===== config.mk =====
export PLATFORM = sky130hd
export DESIGN_NAME = two_wire_link_master_crc8_core_flat
export DESIGN_NICKNAME = d
export VERILOG_FILES = /design/src/rtl/core/twlm_pkg.sv /design/src/rtl/core/twlm_if.sv /design/src/rtl/core/twlm_rx_crc.sv /design/src/rtl/core/two_wire_link_master_crc8_core.sv /design/src/flat_wrapper.sv
export VERILOG_INCLUDE_DIRS = /design/src /design/src/rtl/core
export SDC_FILE = /design/constraint.sdc
export NUM_CORES = 1
export LEC_CHECK = 0
export BUFFER_PORTS_ARGS = -buffer_cell sky130_fd_sc_hd__buf_2
export CORE_UTILIZATION = 52
export DETAILED_ROUTE_END_ITERATION = 6
export PLACE_DENSITY = 0.85
export REMOVE_ABC_BUFFERS = 1
export SLEW_MARGIN = 20
export SYNTH_ARGS = -nofsm -noshare
export SYNTH_HDL_FRONTEND = slang
export SYNTH_SLANG_ARGS = --single-unit

===== constraint.sdc =====
create_clock -name clk -period 2.1 [get_ports clk]
set_input_delay 0.105 -clock clk [delete_from_list [all_inputs] [get_ports clk]]
set_output_delay 0.105 -clock clk [all_outputs]
set_load 0.01 [all_outputs]

===== src/rtl/core/two_wire_link_master_crc8_core_assert.svh =====
// assertion macros for the two-wire link master core
// no dependencies; included by two_wire_link_master_crc8_core, the module that carries assertions
`ifndef TWO_WIRE_LINK_MASTER_CRC8_CORE_ASSERT_SVH
`define TWO_WIRE_LINK_MASTER_CRC8_CORE_ASSERT_SVH

// antecedent implies consequent in the same cycle
`define TWLM_ASSERT_IMP(lbl, ck, rs, ante, cons, msg) \
  lbl: assert property (@(posedge ck) disable iff (rs) (ante) |-> (cons)) \
    else $error(msg);

// antecedent implies consequent in the next cycle
`define TWLM_ASSERT_NEXT(lbl, ck, rs, ante, cons, msg) \
  lbl: assert property (@(posedge ck) disable iff (rs) (ante) |=> (cons)) \
    else $error(msg);

`endif


===== src/rtl/core/twlm_pkg.sv =====
// shared constants, types and the crc bit step for the two-wire link master
// no dependencies
package twlm_pkg;

  localparam logic [7:0] CRC_POLY        = 8'h8C;
  localparam logic [7:0] SETPOINT_MAX_IN = 8'd26;
  localparam logic [5:0] SETPOINT_OFFSET = 6'd29;

  // schedule steps
  localparam int STEP_START_LO = 0;
  localparam int STEP_START_HI = 1;
  localparam int STEP_STOP_HI  = 18;
  localparam int STEP_STOP_LO  = 19;
  localparam int STEP_RELEASE  = 20;
  localparam int RX_START      = 22;
  localparam int STEPS_PER_BYTE = 16;

  // control from the step sequencer to the receive shifter
  typedef struct packed {
    logic clear;
    logic shift;
    logic crc_en;
    logic rx_bit;
  } rx_ctrl_t;

  // one bit of the reflected crc-8
  function automatic logic [7:0] crc8_bit(input logic [7:0] crc, input logic b);
    logic fb;
    fb = crc[0] ^ b;
    crc8_bit = {1'b0, crc[7:1]} ^ (fb ? CRC_POLY : 8'h00);
  endfunction

endpackage


===== src/rtl/core/twlm_if.sv =====
// valid/ready channel interfaces for tick items and result items
// no dependencies
interface twlm_tick_if;
  logic       valid;
  logic       ready;
  logic       cmd;
  logic       sda_in;
  logic [7:0] tx_byte;

  modport source (output valid, cmd, sda_in, tx_byte, input ready);
  modport sink   (input valid, cmd, sda_in, tx_byte, output ready);
endinterface

interface twlm_result_if;
  logic       valid;
  logic       ready;
  logic       scl_level;
  logic       sda_level;
  logic       sda_drive;
  logic       busy_res;
  logic       done_res;
  logic       crc_ok;
  logic [7:0] rx_first;
  logic [7:0] rx_second;
  logic       setpoint_update;
  logic [5:0] setpoint;

  modport source (output valid, scl_level, sda_level, sda_drive, busy_res, done_res,
                  crc_ok, rx_first, rx_second, setpoint_update, setpoint,
                  input ready);
  modport sink   (input valid, scl_level, sda_level, sda_drive, busy_res, done_res,
                  crc_ok, rx_first, rx_second, setpoint_update, setpoint,
                  output ready);
endinterface


===== src/rtl/core/twlm_rx_crc.sv =====
// receive shift register with running reflected crc-8
// depends on twlm_pkg
module twlm_rx_crc #(
  parameter int RX_BYTES = 3
) (
  input  logic                    clk,
  input  logic                    rst,
  input  twlm_pkg::rx_ctrl_t      ctrl,
  output logic [8*RX_BYTES-1:0]   rx_bits,
  output logic [7:0]              rx_crc
);

  localparam int RxBits = 8 * RX_BYTES;

  // bits arrive lsb first, byte 0 first: shifting in at the top leaves byte 0 at [7:0]
  always_ff @(posedge clk) begin
    if (rst) begin
      rx_bits <= '0;
      rx_crc  <= '0;
    end else if (ctrl.clear) begin
      rx_bits <= '0;
      rx_crc  <= '0;
    end else if (ctrl.shift) begin
      rx_bits <= {ctrl.rx_bit, rx_bits[RxBits-1:1]};
      if (ctrl.crc_en) begin
        rx_crc <= twlm_pkg::crc8_bit(rx_crc, ctrl.rx_bit);
      end
    end
  end

endmodule


===== src/rtl/core/two_wire_link_master_crc8_core.sv =====
// two-wire link master: one schedule step per accepted tick, result registered
// result appears in the cycle after the transfer; throughput one item per cycle while results.ready is high
// a new item is taken while the previous result waits, if results.ready is high
// crc is accumulated one bit per received data bit in twlm_rx_crc, so the finish step is short
// rst (synchronous) returns to idle with clock and data high, data driven, bytes cleared
// depends on twlm_pkg, twlm_if, twlm_rx_crc and the assertion macro header
`include "two_wire_link_master_crc8_core_assert.svh"

module two_wire_link_master_crc8_core #(
  parameter int RX_BYTES = 3
) (
  input  logic          clk,
  input  logic          rst,
  twlm_tick_if.sink     ticks,
  twlm_result_if.source results
);

  localparam int RxBits  = 8 * RX_BYTES;
  localparam int RxEnd   = twlm_pkg::RX_START + twlm_pkg::STEPS_PER_BYTE * RX_BYTES;
  localparam int CrcEnd  = RxEnd - twlm_pkg::STEPS_PER_BYTE;
  localparam int StepW   = $clog2(RxEnd + 1);

  localparam logic [StepW-1:0] SStartLo = StepW'(twlm_pkg::STEP_START_LO);
  localparam logic [StepW-1:0] SStartHi = StepW'(twlm_pkg::STEP_START_HI);
  localparam logic [StepW-1:0] SStopHi  = StepW'(twlm_pkg::STEP_STOP_HI);
  localparam logic [StepW-1:0] SStopLo  = StepW'(twlm_pkg::STEP_STOP_LO);
  localparam logic [StepW-1:0] SRelease = StepW'(twlm_pkg::STEP_RELEASE);
  localparam logic [StepW-1:0] SCrcEnd  = StepW'(CrcEnd);
  localparam logic [StepW-1:0] SEnd     = StepW'(RxEnd);

  typedef struct packed {
    logic       scl_level;
    logic       sda_level;
    logic       sda_drive;
    logic       busy_res;
    logic       done_res;
    logic       crc_ok;
    logic [7:0] rx_first;
    logic [7:0] rx_second;
    logic       setpoint_update;
    logic [5:0] setpoint;
  } res_t;

  logic             accept;
  logic             active, active_next;
  logic [StepW-1:0] step_count, step_next;
  logic [7:0]       tx_shadow, tx_shadow_next;
  logic             high_half_sample, high_half_sample_next;
  logic             scl_reg, scl_next;
  logic             sda_reg, sda_next;
  logic             sda_dir, sda_dir_next;
  logic [2:0]       tx_idx;

  twlm_pkg::rx_ctrl_t ctrl, ctrl_gated;
  logic [RxBits-1:0]  rx_bits;
  logic [7:0]         rx_crc;
  logic [7:0]         last_byte;

  logic out_valid;
  res_t res, res_next;

  assign accept       = ticks.valid && ticks.ready;
  assign ticks.ready  = !out_valid || results.ready;
  assign ctrl_gated   = accept ? ctrl : '0;
  // steps 2..17 send bit (step/2 - 1)
  assign tx_idx       = 3'(step_count[3:1] - 3'd1);
  assign last_byte    = rx_bits[RxBits-1 -: 8];

  twlm_rx_crc #(.RX_BYTES(RX_BYTES)) u_rx (
    .clk     (clk),
    .rst     (rst),
    .ctrl    (ctrl_gated),
    .rx_bits (rx_bits),
    .rx_crc  (rx_crc)
  );

  always_comb begin
    active_next           = active;
    step_next             = step_count;
    tx_shadow_next        = tx_shadow;
    high_half_sample_next = high_half_sample;
    scl_next              = scl_reg;
    sda_next              = sda_reg;
    sda_dir_next          = sda_dir;
    ctrl                  = '0;
    res_next              = '0;

    if (ticks.cmd) begin
      if (!active) begin
        active_next    = 1'b1;
        step_next      = '0;
        tx_shadow_next = ticks.tx_byte;
      end
    end else if (active) begin
      if (step_count < SEnd) begin
        scl_next = step_count[0];
        if (step_count == SStartHi || step_count == SStopHi) begin
          sda_next = 1'b1;
        end else if (step_count == SStartLo || step_count == SStopLo) begin
          sda_next = 1'b0;
        end else if (step_count < SStopHi) begin
          sda_next = tx_shadow[tx_idx];
        end else if (step_count == SRelease) begin
          sda_dir_next = 1'b0;
        end else if (step_count[0]) begin
          high_half_sample_next = ticks.sda_in;
        end else begin
          // a bit is one only if high in both halves of its clock
          ctrl.shift  = 1'b1;
          ctrl.rx_bit = high_half_sample && ticks.sda_in;
          ctrl.crc_en = step_count < SCrcEnd;
        end
        step_next = step_count + StepW'(1);
      end else begin
        res_next.done_res  = 1'b1;
        res_next.rx_first  = rx_bits[7:0];
        res_next.rx_second = rx_bits[15:8];
        res_next.crc_ok    = last_byte == rx_crc;
        if (res_next.crc_ok && rx_bits[7:0] <= twlm_pkg::SETPOINT_MAX_IN) begin
          res_next.setpoint_update = 1'b1;
          res_next.setpoint = (rx_bits[7:0] == 8'd0) ? 6'd0
                            : 6'({1'b0, rx_bits[4:0]}) + twlm_pkg::SETPOINT_OFFSET;
        end
        ctrl.clear   = 1'b1;
        step_next    = '0;
        active_next  = 1'b0;
        scl_next     = 1'b1;
        sda_next     = 1'b1;
        sda_dir_next = 1'b1;
      end
    end

    res_next.scl_level = scl_next;
    res_next.sda_level = sda_next;
    res_next.sda_drive = sda_dir_next;
    res_next.busy_res  = active_next;
  end

  always_ff @(posedge clk) begin
    if (rst) begin
      active           <= 1'b0;
      step_count       <= '0;
      tx_shadow        <= '0;
      high_half_sample <= 1'b0;
      scl_reg          <= 1'b1;
      sda_reg          <= 1'b1;
      sda_dir          <= 1'b1;
      out_valid        <= 1'b0;
    end else begin
      if (accept) begin
        active           <= active_next;
        step_count       <= step_next;
        tx_shadow        <= tx_shadow_next;
        high_half_sample <= high_half_sample_next;
        scl_reg          <= scl_next;
        sda_reg          <= sda_next;
        sda_dir          <= sda_dir_next;
        out_valid        <= 1'b1;
      end else if (results.ready) begin
        out_valid <= 1'b0;
      end
    end
  end

  // result payload holds until the next transfer
  always_ff @(posedge clk) begin
    if (accept) begin
      res <= res_next;
    end
  end

  assign results.valid           = out_valid;
  assign results.scl_level       = res.scl_level;
  assign results.sda_level       = res.sda_level;
  assign results.sda_drive       = res.sda_drive;
  assign results.busy_res        = res.busy_res;
  assign results.done_res        = res.done_res;
  assign results.crc_ok          = res.crc_ok;
  assign results.rx_first        = res.rx_first;
  assign results.rx_second       = res.rx_second;
  assign results.setpoint_update = res.setpoint_update;
  assign results.setpoint        = res.setpoint;

  `TWLM_ASSERT_IMP(a_release_only_busy, clk, rst, !sda_dir, active,
    "data line released outside a transaction")
  `TWLM_ASSERT_IMP(a_step_bound, clk, rst, 1'b1, step_count <= SEnd,
    "step counter beyond end of schedule")
  `TWLM_ASSERT_NEXT(a_finish_reports, clk, rst,
    accept && !ticks.cmd && active && step_count == SEnd,
    results.valid && results.done_res && !results.busy_res && rx_bits == '0,
    "finish step did not report done and clear the receive bytes")
  `TWLM_ASSERT_IMP(a_update_needs_crc, clk, rst,
    results.valid && results.setpoint_update, results.crc_ok && results.done_res,
    "setpoint update without a good crc")

endmodule


===== src/flat_wrapper.sv =====
// flat-port wrapper written by rule: the top's interface ports become plain ports
module two_wire_link_master_crc8_core_flat 
#(
  parameter int RX_BYTES = 3
)
  (clk, rst, ticks_valid, ticks_cmd, ticks_sda_in, ticks_tx_byte, ticks_ready, results_valid, results_scl_level, results_sda_level, results_sda_drive, results_busy_res, results_done_res, results_crc_ok, results_rx_first, results_rx_second, results_setpoint_update, results_setpoint, results_ready);
  twlm_tick_if ticks_i ();
  twlm_result_if results_i ();
  input  logic clk;
  input  logic rst;
  input wire logic [$bits(ticks_i.valid)-1:0] ticks_valid;
  input wire logic [$bits(ticks_i.cmd)-1:0] ticks_cmd;
  input wire logic [$bits(ticks_i.sda_in)-1:0] ticks_sda_in;
  input wire logic [$bits(ticks_i.tx_byte)-1:0] ticks_tx_byte;
  output wire logic [$bits(ticks_i.ready)-1:0] ticks_ready;
  output wire logic [$bits(results_i.valid)-1:0] results_valid;
  output wire logic [$bits(results_i.scl_level)-1:0] results_scl_level;
  output wire logic [$bits(results_i.sda_level)-1:0] results_sda_level;
  output wire logic [$bits(results_i.sda_drive)-1:0] results_sda_drive;
  output wire logic [$bits(results_i.busy_res)-1:0] results_busy_res;
  output wire logic [$bits(results_i.done_res)-1:0] results_done_res;
  output wire logic [$bits(results_i.crc_ok)-1:0] results_crc_ok;
  output wire logic [$bits(results_i.rx_first)-1:0] results_rx_first;
  output wire logic [$bits(results_i.rx_second)-1:0] results_rx_second;
  output wire logic [$bits(results_i.setpoint_update)-1:0] results_setpoint_update;
  output wire logic [$bits(results_i.setpoint)-1:0] results_setpoint;
  input wire logic [$bits(results_i.ready)-1:0] results_ready;
  assign ticks_i.valid = ticks_valid;
  assign ticks_i.cmd = ticks_cmd;
  assign ticks_i.sda_in = ticks_sda_in;
  assign ticks_i.tx_byte = ticks_tx_byte;
  assign ticks_ready = ticks_i.ready;
  assign results_valid = results_i.valid;
  assign results_scl_level = results_i.scl_level;
  assign results_sda_level = results_i.sda_level;
  assign results_sda_drive = results_i.sda_drive;
  assign results_busy_res = results_i.busy_res;
  assign results_done_res = results_i.done_res;
  assign results_crc_ok = results_i.crc_ok;
  assign results_rx_first = results_i.rx_first;
  assign results_rx_second = results_i.rx_second;
  assign results_setpoint_update = results_i.setpoint_update;
  assign results_setpoint = results_i.setpoint;
  assign results_i.ready = results_ready;
  two_wire_link_master_crc8_core #(.RX_BYTES(RX_BYTES)) u_core (.clk(clk), .rst(rst), .ticks(ticks_i), .results(results_i));
endmodule

======== Yosys cells after proc, flatten, opt, wreduce, memory -nomap -nowiden ========
Cells that the tools add are included.
word-level totals
  bits in registers ....................... 82
  word-level logic and storage cells ...... 103
cells by class
  $add $sub $neg .......................... 3
  $lt $le $gt $ge ......................... 5
  equality and inequality tests ........... 6
  multiplexer cells ....................... 41
  bitwise operators ....................... 9
  reductions and logical operators ........ 19
operators with widths
  operator               count
  $mux W7                5
  $mux W25               1
  $mux W1                23
  $eq A7 B5 Y1 const B   3
  $mux W3                6
  $mux W4                3
  $reduce_and A9 Y1      1
  $eq A8 B8 Y1           1
  $le A8 B5 Y1 const B   1
  $logic_not A8 Y1       1
  $mux W8                1
  $xor A7 B8 Y8          1
  $add A7 B1 Y7 const B  1
  $eq A7 B1 Y1 const B   1
  $logic_not A7 Y1       1
  $lt A7 B5 Y1 const B   1
  $lt A7 B6 Y1 const B   1
  $lt A7 B7 Y1 const B   1
  $not A1 Y1             7
  $add A5 B5 Y6 const B  1
  $mux W6                1
  $reduce_and A3 Y1      2
  $reduce_or A5 Y1       1
  $lt A3 B4 Y1 const B   1
  other kinds (11)       17

======== Longest topological paths before layout ========
Gate-level depths: netlist of the first run.
  depth after elaboration ................. 13
  gate-level depth with buffers ........... 10
  depth with buffers taken out ............ 7

======== By module ========
Synthesis of the first run repeated with hierarchy kept, for this count alone.
second synthesis, totals
  cell total of the unflattened synthesis .. 350
  area total of the unflattened synthesis .. 3647.2 um2
by module, submodules not included
  module                          instances  cells each  area an instance (um2)  sequential area each (um2)
  two_wire_link_master_crc8_core  1          233         2484.9                  1291.2
  twlm_rx_crc                     1          117         1162.4                  640.6

======== Worst setup path before layout of the first run ========
Ideal clock, no wire load.
  kind .................................... register -> register
  start point ............................. register u_core.step_count[1]
  end point ............................... register u_core.u_rx.rx_bits[12]
  arrival ................................. 2228 ps
  required time ........................... 1980 ps
  setup slack ............................. -248 ps
  cell stages (with the launch flop) ...... 10
  cell sequence ........................... dfxtp_1 > inv_1 > ha_1 > nand2b_1 > a211oi_1 > or3_4 > or4_4 > buf_6 > buf_12 > mux2i_1
on the way
  longest elaborated chain between the ends .. 9
  elaborated cells on any way between the ends .. 19
  classes of those cells .................. 2 x order compare; 4 x eq/ne; 9 x mux; 4 x reduce/logical
ends and longest elaborated chain
  item                                                                  RTL line                               source
  start: declaration                                                    two_wire_link_master_crc8_core.sv:46   logic [StepW-1:0] step_count, step_next;
  start signal: assignment                                              two_wire_link_master_crc8_core.sv:152  step_count <= step_next;
  parallel branches: the longest is 6 deep, another holds $lt A7 B5 Y1  -
  $mux W4 *                                                             two_wire_link_master_crc8_core.sv:94   end else if (active) begin
  $mux W4 *                                                             two_wire_link_master_crc8_core.sv:88   if (ticks.cmd) begin
  $mux W4 *                                                             two_wire_link_master_crc8_core.sv:64   assign ctrl_gated = accept ? ctrl : '0;
  end signal: assignment                                                twlm_rx_crc.sv:24                      rx_bits <= {ctrl.rx_bit, rx_bits[RxBits-1:1]};
  end: declaration                                                      twlm_rx_crc.sv:9                       output logic [8*RX_BYTES-1:0] rx_bits,
Mark *: on every way between the ends.
A chain may end at the register's enable or synchronous reset.

======== Final worst setup path of the first run ========
  start point ............................. register u_core.step_count[1]
  end point ............................... register u_core.u_rx.rx_bits[8]
The elaborated chain is that of the path after synthesis.

==> metrics.txt, run 1 <==
Worst Skew 0.0124 ns; CTS H-tree depth 3; YS warnings 0; vias 3206; Fillers 417; slew margin rel. 67.9%; worst hold-check path type in -> reg; Initial Util 54.2%; die area 7500 um^2; placed insts 503; Die Y-Extent 86.6 um; total power 3.13 mW; # IOs 45; post-synthesis mux area share 10.6%; RSZ-0062 raised after global routing yes; Leak Pwr 2.21 nW; antenna-violating nets left 0; post-synth top area cell dfxtp_1; Max VDD drop 0.276 mV; proportion of layout cells with a drive suffix above 1 31.4%; maxcap violations 0; Yosys top cell area share 28.5%; GRT Total Usage 22.5%; CTS tree yes; routed wire length 9.96 mm; Avg Cell Area, Syn 10.6 um^2; number of flip-flops under the largest register name 24; vias in the first global route 2842; Multi-input gate area 1740 um^2; CTS buffer count 9; row cnt 30; fmax 0.435 GHz; area of the mapped netlist 3720 um^2; Fin. Hold Viols 0; nets@finish 472; R2R setup slack -0.20 ns; post-synthesis cell type count 52; Worst-path clk slew 0.08 ns; Final GP Congestion 0.838; die width 86.6 um; Residual DRC 0; Main synth FF type dfxtp_1; DRT iter0 DRCs 298; Setup crit end kind flop; Clock Latency Late Sink 0.36 ns; XOR/XNOR share of the synthesized area 4.71%; final setup margin -0.199 ns; simple-gate area share of the yosys netlist 17.3%; Core Area 6870 um^2; PortBufs 44; Post-synth EDFFs 29; Root Driver clkbuf_8; CTS Sinks 82; Register Area 1940 um^2; asr flop ratio synth 0%; Top reg by flops u_core.u_rx.rx_bits; diodes inserted 0; Synth Register Bits 82; Req. time, crit path 2.38 ns; min Tclk post-route 2.30 ns; first-pass GRT wire length 12.9 mm; maximum buffer depth of the clock tree 2; Finished Layout Cells 548; Arr. time, crit path 2.58 ns; Post-Synthesis Cells 350; Layout area overhead 32.5%; First-pass DRT Iterations 5; complex-gate fraction of the synthesized area 7.36%; largest net degree at the start of global routing 40; WS Path Type reg -> reg; Power Density 634 nW/um^2; Crit Path Max Fanout 6; initial antenna violation count 0; synth top area cells dfxtp_1 (29%), edfxtp_1 (23%), mux2i_1 (9.4%); average wire per standard cell 18.2 um; Worst Setup SP u_core.step_count[1]$_SDFFE_PP0P_; adder-cell share of the synthesized area 3.70%; grt ovf 0; Critical R2R Launch u_core.step_count[1]$_SDFFE_PP0P_; vias per cell 5.85; placed wire-length estimate 4.84 mm; Slew Viols, Final 0; violated checks setup timing; Final setup viols 34; measured slew at the worst slew-check pin 0.482 ns; register area share after synthesis 51.9%; status complete, but fails checks; startpoint types flop; Final Cycle Share 109%; Hold Crit Start ticks_valid; largest family of logic cells by synthesized area simple AND/OR/NAND/NOR gates
-- per-stage QoR --
step                instance area [um^2]  setup TNS [ns]  hold WS [ns]  utilization [%]  setup WS [ns]
global route                        4930           -5.18       0.00637             71.8         -0.224
finish                              4930           -4.52        0.0116             71.8         -0.199
floorplan                           3600          -18.82         0.174                -         -0.595
global placement                    4200           -1.80         0.360             61.1        -0.0618
detailed placement                  4200           -3.02         0.368             61.1         -0.109
CTS                                 4660           -1.23       0.00414             67.8        -0.0724
-- worst paths after layout --
| path | to | depth (start not counted) |
|---|---|---|
| hold / removal | u_core.results.valid$_SDFFE_PP0P_ | 3 |
| setup / recovery | u_core.u_rx.rx_bits[8]$_SDFFE_PP0P_ | 8 |
| hold reg to reg | u_core.tx_shadow[1]$_SDFFE_PP0P_ | 2 |
| setup reg to reg | u_core.u_rx.rx_bits[8]$_SDFFE_PP0P_ | 8 |
-- cells by family after synthesis --
| logic type | count (synthesis) |
|---|---|
| xor gates and xnor gates | 20 |
| and+or+nand+nor | 134 |
| DFF | 82 |
| buffers and inverters | 29 |
| AOI/OAI and AO/OA | 37 |
| muxes | 37 |
| adders and majority gates | 11 |
-- synth_stat cells (2+ instances only) --
master,number
or4_1,2
a31oi_1,2
buf_6,2
nand2_1,59
nor2_1,18
nand2b_1,6
nand4_1,4
inv_1,11
a21oi_1,13
o31ai_1,2
ha_1,11
mux2i_1,35
xor2_1,4
buf_2,3
a211oi_1,2
nor3_1,7
and3_1,15
edfxtp_1,29
dfxtp_1,53
o21ai_0,3
clkbuf_1,9
and2_1,2
mux4_2,2
nand3_1,11
nor4_1,2
xnor2_1,16
buf_12,2
-- timing repair --
action / in CTS / in global routing
gates resized for setup: 27 / 18
endpoints found under the setup margin: 32 / 36
setup buffers: 9 / 4
hold buffers: 6 / 0
gates cloned: 2 / 8
pin swaps: 0 / 5
hold endpoints to repair: 6 / 0
-- critical path, stage by stage, from the launching register on --
cell,delay (ns)
dfxtp_4,0.37
buf_6,0.13
ha_4,0.16
inv_4,0.07
nor3_4,0.05
or3_4,0.40
or4_4,0.64
clkbuf_16,0.21
mux2i_1,0.17
-- final cells by class --
| type | instances | area share, % |
|---|---|---|
| Sequential cell | 82 | 39.4 |
| Tap cell | 96 | 2.44 |
| Clock buffer | 14 | 3.53 |
| Timing Repair Buffer | 104 | 18.0 |
| Clock inverter | 2 | 0.254 |
| Inverter | 11 | 0.990 |
| Multi-Input combinational cell | 239 | 35.4 |
-- cells in the final DEF (no fill, tap or decap), drive strengths merged, types with 3 or more instances in the layout --
| cell type | count |
|---|---|
| buf | 93 |
| nand2 | 59 |
| dfxtp | 53 |
| mux2i | 35 |
| edfxtp | 29 |
| clkbuf | 19 |
| nor2 | 18 |
| xnor2 | 16 |
| and3 | 15 |
| a21oi | 13 |
| nand3 | 11 |
| inv | 11 |
| ha | 11 |
| nor3 | 7 |
| dlygate4sd3 | 6 |
| nand2b | 6 |
| xor2 | 4 |
| nand4 | 4 |
| a31oi | 3 |
| o21ai | 3 |
| or4 | 3 |
-- routing by layer --
layer	GRT usage [%]	up-vias	share of wire [%]
met5	0	-	0
met3	4.67	51	5.5
li1	-	1435	-
met1	26.4	1536	39
met4	11.5	0	4.0
met2	39.2	184	51
-- power breakdown --
group          switching (mW)  leakage, nW  total, mW  internal (mW)
combinational           0.173         1.40      0.326          0.152
sequential             0.0190        0.713       1.70           1.69
clock                   0.564       0.0918       1.10          0.534
total                   0.756         2.21       3.13           2.37
(Power assumes the default switching activity.)
==> inputs of run 2 (changes only) <==
PLACE_DENSITY = unset   (was 0.85)
PLACE_DENSITY_LB_ADDON = 0.1   (was unset)
REMOVE_ABC_BUFFERS = unset   (was 1)
==> run 2 against run 1 <==
  * The flow still finishes with violations (setup timing)
  * Final cell count decreased by 2.6%
  * Total power shrank 1.0%
  * Design area is 6.0% lower
==> metrics.txt, run 2 (synthesis gave the netlist of run 1 again) <==
number of flip-flops under the largest register name 24 (unchanged); Root Driver clkbuf_8 (unchanged); Clk pwr share 36.7% (was 35.1%); Crit path max-delay family simple AND/OR/NAND/NOR gates (unchanged); placed wire-length estimate 5.11 mm (was 4.84 mm); routed wire length 7.40 mm (was 9.96 mm); grt ovf 0 (unchanged); Initial Util 54.2% (unchanged); slew margin rel. 75.2% (was 67.9%); P_sw 777 uW (was 756 uW); Layout area overhead 24.5% (was 32.5%); final instance area 4630 um^2 (was 4930 um^2); vias per cell 5.15 (was 5.85); switching share of power 25.1% (was 24.2%); die area 7500 um^2 (unchanged); Worst-path clk slew 0.09 ns (was 0.08 ns); Post-DP Area 4250 um^2 (was 4200 um^2); proportion of layout cells with a drive suffix above 1 27.9% (was 31.4%); Req. time, crit path 2.35 ns (was 2.38 ns); diodes inserted 0 (unchanged); WS Path Type reg -> reg (unchanged); CTS H-tree depth 3 (unchanged); status complete, but fails checks (unchanged); startpoint types flop (unchanged); CTS buffer count 9 (unchanged); placed insts 506 (was 503); crit-path cells inv_4 -> ha_4 -> o21bai_1 -> a21oi_1 -> or3_4 -> or4_4 -> clkbuf_16 -> mux2i_1 (was buf_6 -> ha_4 -> inv_4 -> nor3_4 -> or3_4 -> or4_4 -> clkbuf_16 -> mux2i_1); violated checks setup timing (unchanged); Max VDD drop 0.402 mV (was 0.276 mV); CP peak stage delay 0.49 ns (was 0.64 ns); fin util 67.5% (was 71.8%); Top reg by flops u_core.u_rx.rx_bits (unchanged); CTS tree yes (unchanged); row cnt 30 (unchanged); Core Area 6870 um^2 (unchanged); Crit Path Max Fanout 9 (was 6); Slew Viols, Final 0 (unchanged); WP buf/inv 2 (was 3); PortBufs 44 (unchanged); commonest non-fill, non-tap cell in the layout nand2_1 (unchanged); Reg power frac 55.1% (was 54.5%); vias 2750 (was 3206); nets@finish 458 (was 472); # IOs 45 (unchanged); antenna-violating nets left 0 (unchanged); die width 86.6 um (unchanged); Logic pwr share 8.3% (was 10.4%); maxcap violations 0 (unchanged); Residual DRC 0 (unchanged); Fin. Hold Viols 0 (unchanged); fmax 0.470 GHz (was 0.435 GHz); Leak Pwr 2.08 nW (was 2.21 nW); GRT Total Usage 21.2% (was 22.5%); initial antenna violation count 0 (unchanged); largest net degree at the start of global routing 38 (was 40); worst hold-check path type in -> reg (unchanged); Worst Skew 0.0116 ns (was 0.0124 ns); Power Density 668 nW/um^2 (was 634 nW/um^2); Clock Latency Late Sink 0.36 ns (about the same); Final setup viols 15 (was 34); Fillers 549 (was 417); Setup crit end kind flop (unchanged); CTS Sinks 82 (unchanged); vias in the first global route 2515 (was 2842); final setup margin -0.0283 ns (was -0.199 ns); average wire per standard cell 13.9 um (was 18.2 um); slowest stage cell, crit path or4_4 (unchanged); commonest non-fill, non-tap cells in the layout nand2_1 (59), dfxtp_1 (47), buf_2 (44) (was nand2_1 (57), dfxtp_1 (48), buf_2 (44)); Die Y-Extent 86.6 um (unchanged); First-pass DRT Iterations 4 (was 5); DRT iter0 DRCs 169 (was 298); Int Power 2.32 mW (was 2.37 mW); Final GP Congestion 0.869 (was 0.838); Post-Route Setup TNS -0.209 ns (was -4.52 ns); Final Cycle Share 101% (was 109%); Arr. time, crit path 2.37 ns (was 2.58 ns); min Tclk post-route 2.13 ns (was 2.30 ns); Synthesized Nets 375; RSZ-0062 raised after global routing yes (unchanged); measured slew at the worst slew-check pin 0.370 ns (was 0.482 ns); maximum buffer depth of the clock tree 2 (unchanged); first-pass GRT wire length 12.0 mm (was 12.9 mm); Finished Layout Cells 534 (was 548)
run 2: cell types whose count changed in the layout (fill, tap and decap cells not counted), moves of 3 or more:
cell	before	now
ha_1	5	8
buf_8	3	0
buf_4	37	34
buf_6	4	1
clkbuf_1	3	0
ha_4	5	2
clkbuf_16	6	2
run 2: metal layers:
layer  vias up  GRT usage, %  part of all wire (%)
met5         -             0                     0
met4         0          9.09                   1.7
met3        11          3.52                   3.6
met2        65          35.6                    49
met1      1281          27.1                    46
li1       1393             -                     -
run 2: layout make-up:
| type | count | area [um^2] | share of cell area (%) |
|---|---|---|---|
| clock inverter | 6 | 53.8 | 1.16 |
| timing repair buffer | 90 | 632 | 13.6 |
| clock buffer | 10 | 149 | 3.21 |
| tap | 96 | 120 | 2.59 |
| multi-input combinational | 239 | 1690 | 36.4 |
| inverter | 11 | 46.3 | 0.999 |
| sequential | 82 | 1940 | 42.0 |
run 2: timing repair:
item                                    CTS  global route
hold endpoints to repair                  8             0
gates resized for setup                   4            12
endpoints found under the setup margin   31            39
gates cloned                              0             1
hold buffers                              8             0
setup buffers                             1             2
pin swaps                                 0             1
run 2: worst paths after layout:
kind / from / end / slack [ns] / cells past startpoint
worst max-delay path: u_core.step_count[1]$_SDFFE_PP0P_ / u_core.u_rx.rx_bits[6]$_SDFFE_PP0P_ / -0.03 / 8
worst min-delay path: ticks_sda_in / u_core.high_half_sample$_SDFFE_PP0P_ / 0.03 / 3
worst max register to register: u_core.step_count[1]$_SDFFE_PP0P_ / u_core.u_rx.rx_bits[6]$_SDFFE_PP0P_ / -0.03 / 8
worst min register to register: u_core.tx_shadow[3]$_SDFFE_PP0P_ / u_core.tx_shadow[3]$_SDFFE_PP0P_ / 0.46 / 2
run 2: tightest hold or removal path, delay by kind of cell:
kind / cells / cell delay [ns]
and+or+nand+nor: 1 / 0.06
muxes: 1 / 0.06
buffers and inverters: 1 / 0.11
run 2: power groups by stage:
stage / registers [mW] / logic (mW) / clock network, mW
after floorplan: 1.76 / 0.121 / 0
after global placement: 1.74 / 0.233 / 0
after detailed placement: 1.74 / 0.237 / 0
after CTS: 1.70 / 0.250 / 1.16
after global routing: 1.71 / 0.282 / 1.22
final: 1.70 / 0.256 / 1.13
run 2: per-stage QoR:
stage	total power, mW	hold slack, ns	worst slack [ns]
2_1_floorplan	1.88	0.252	-0.0449
3_3_place_gp	1.97	0.359	0.0184
3_5_place_dp	1.98	0.365	-0.0495
4_1_cts	3.11	0.0135	-0.0293
5_1_grt	3.21	0.0213	-0.0991
6_report	3.10	0.0276	-0.0283
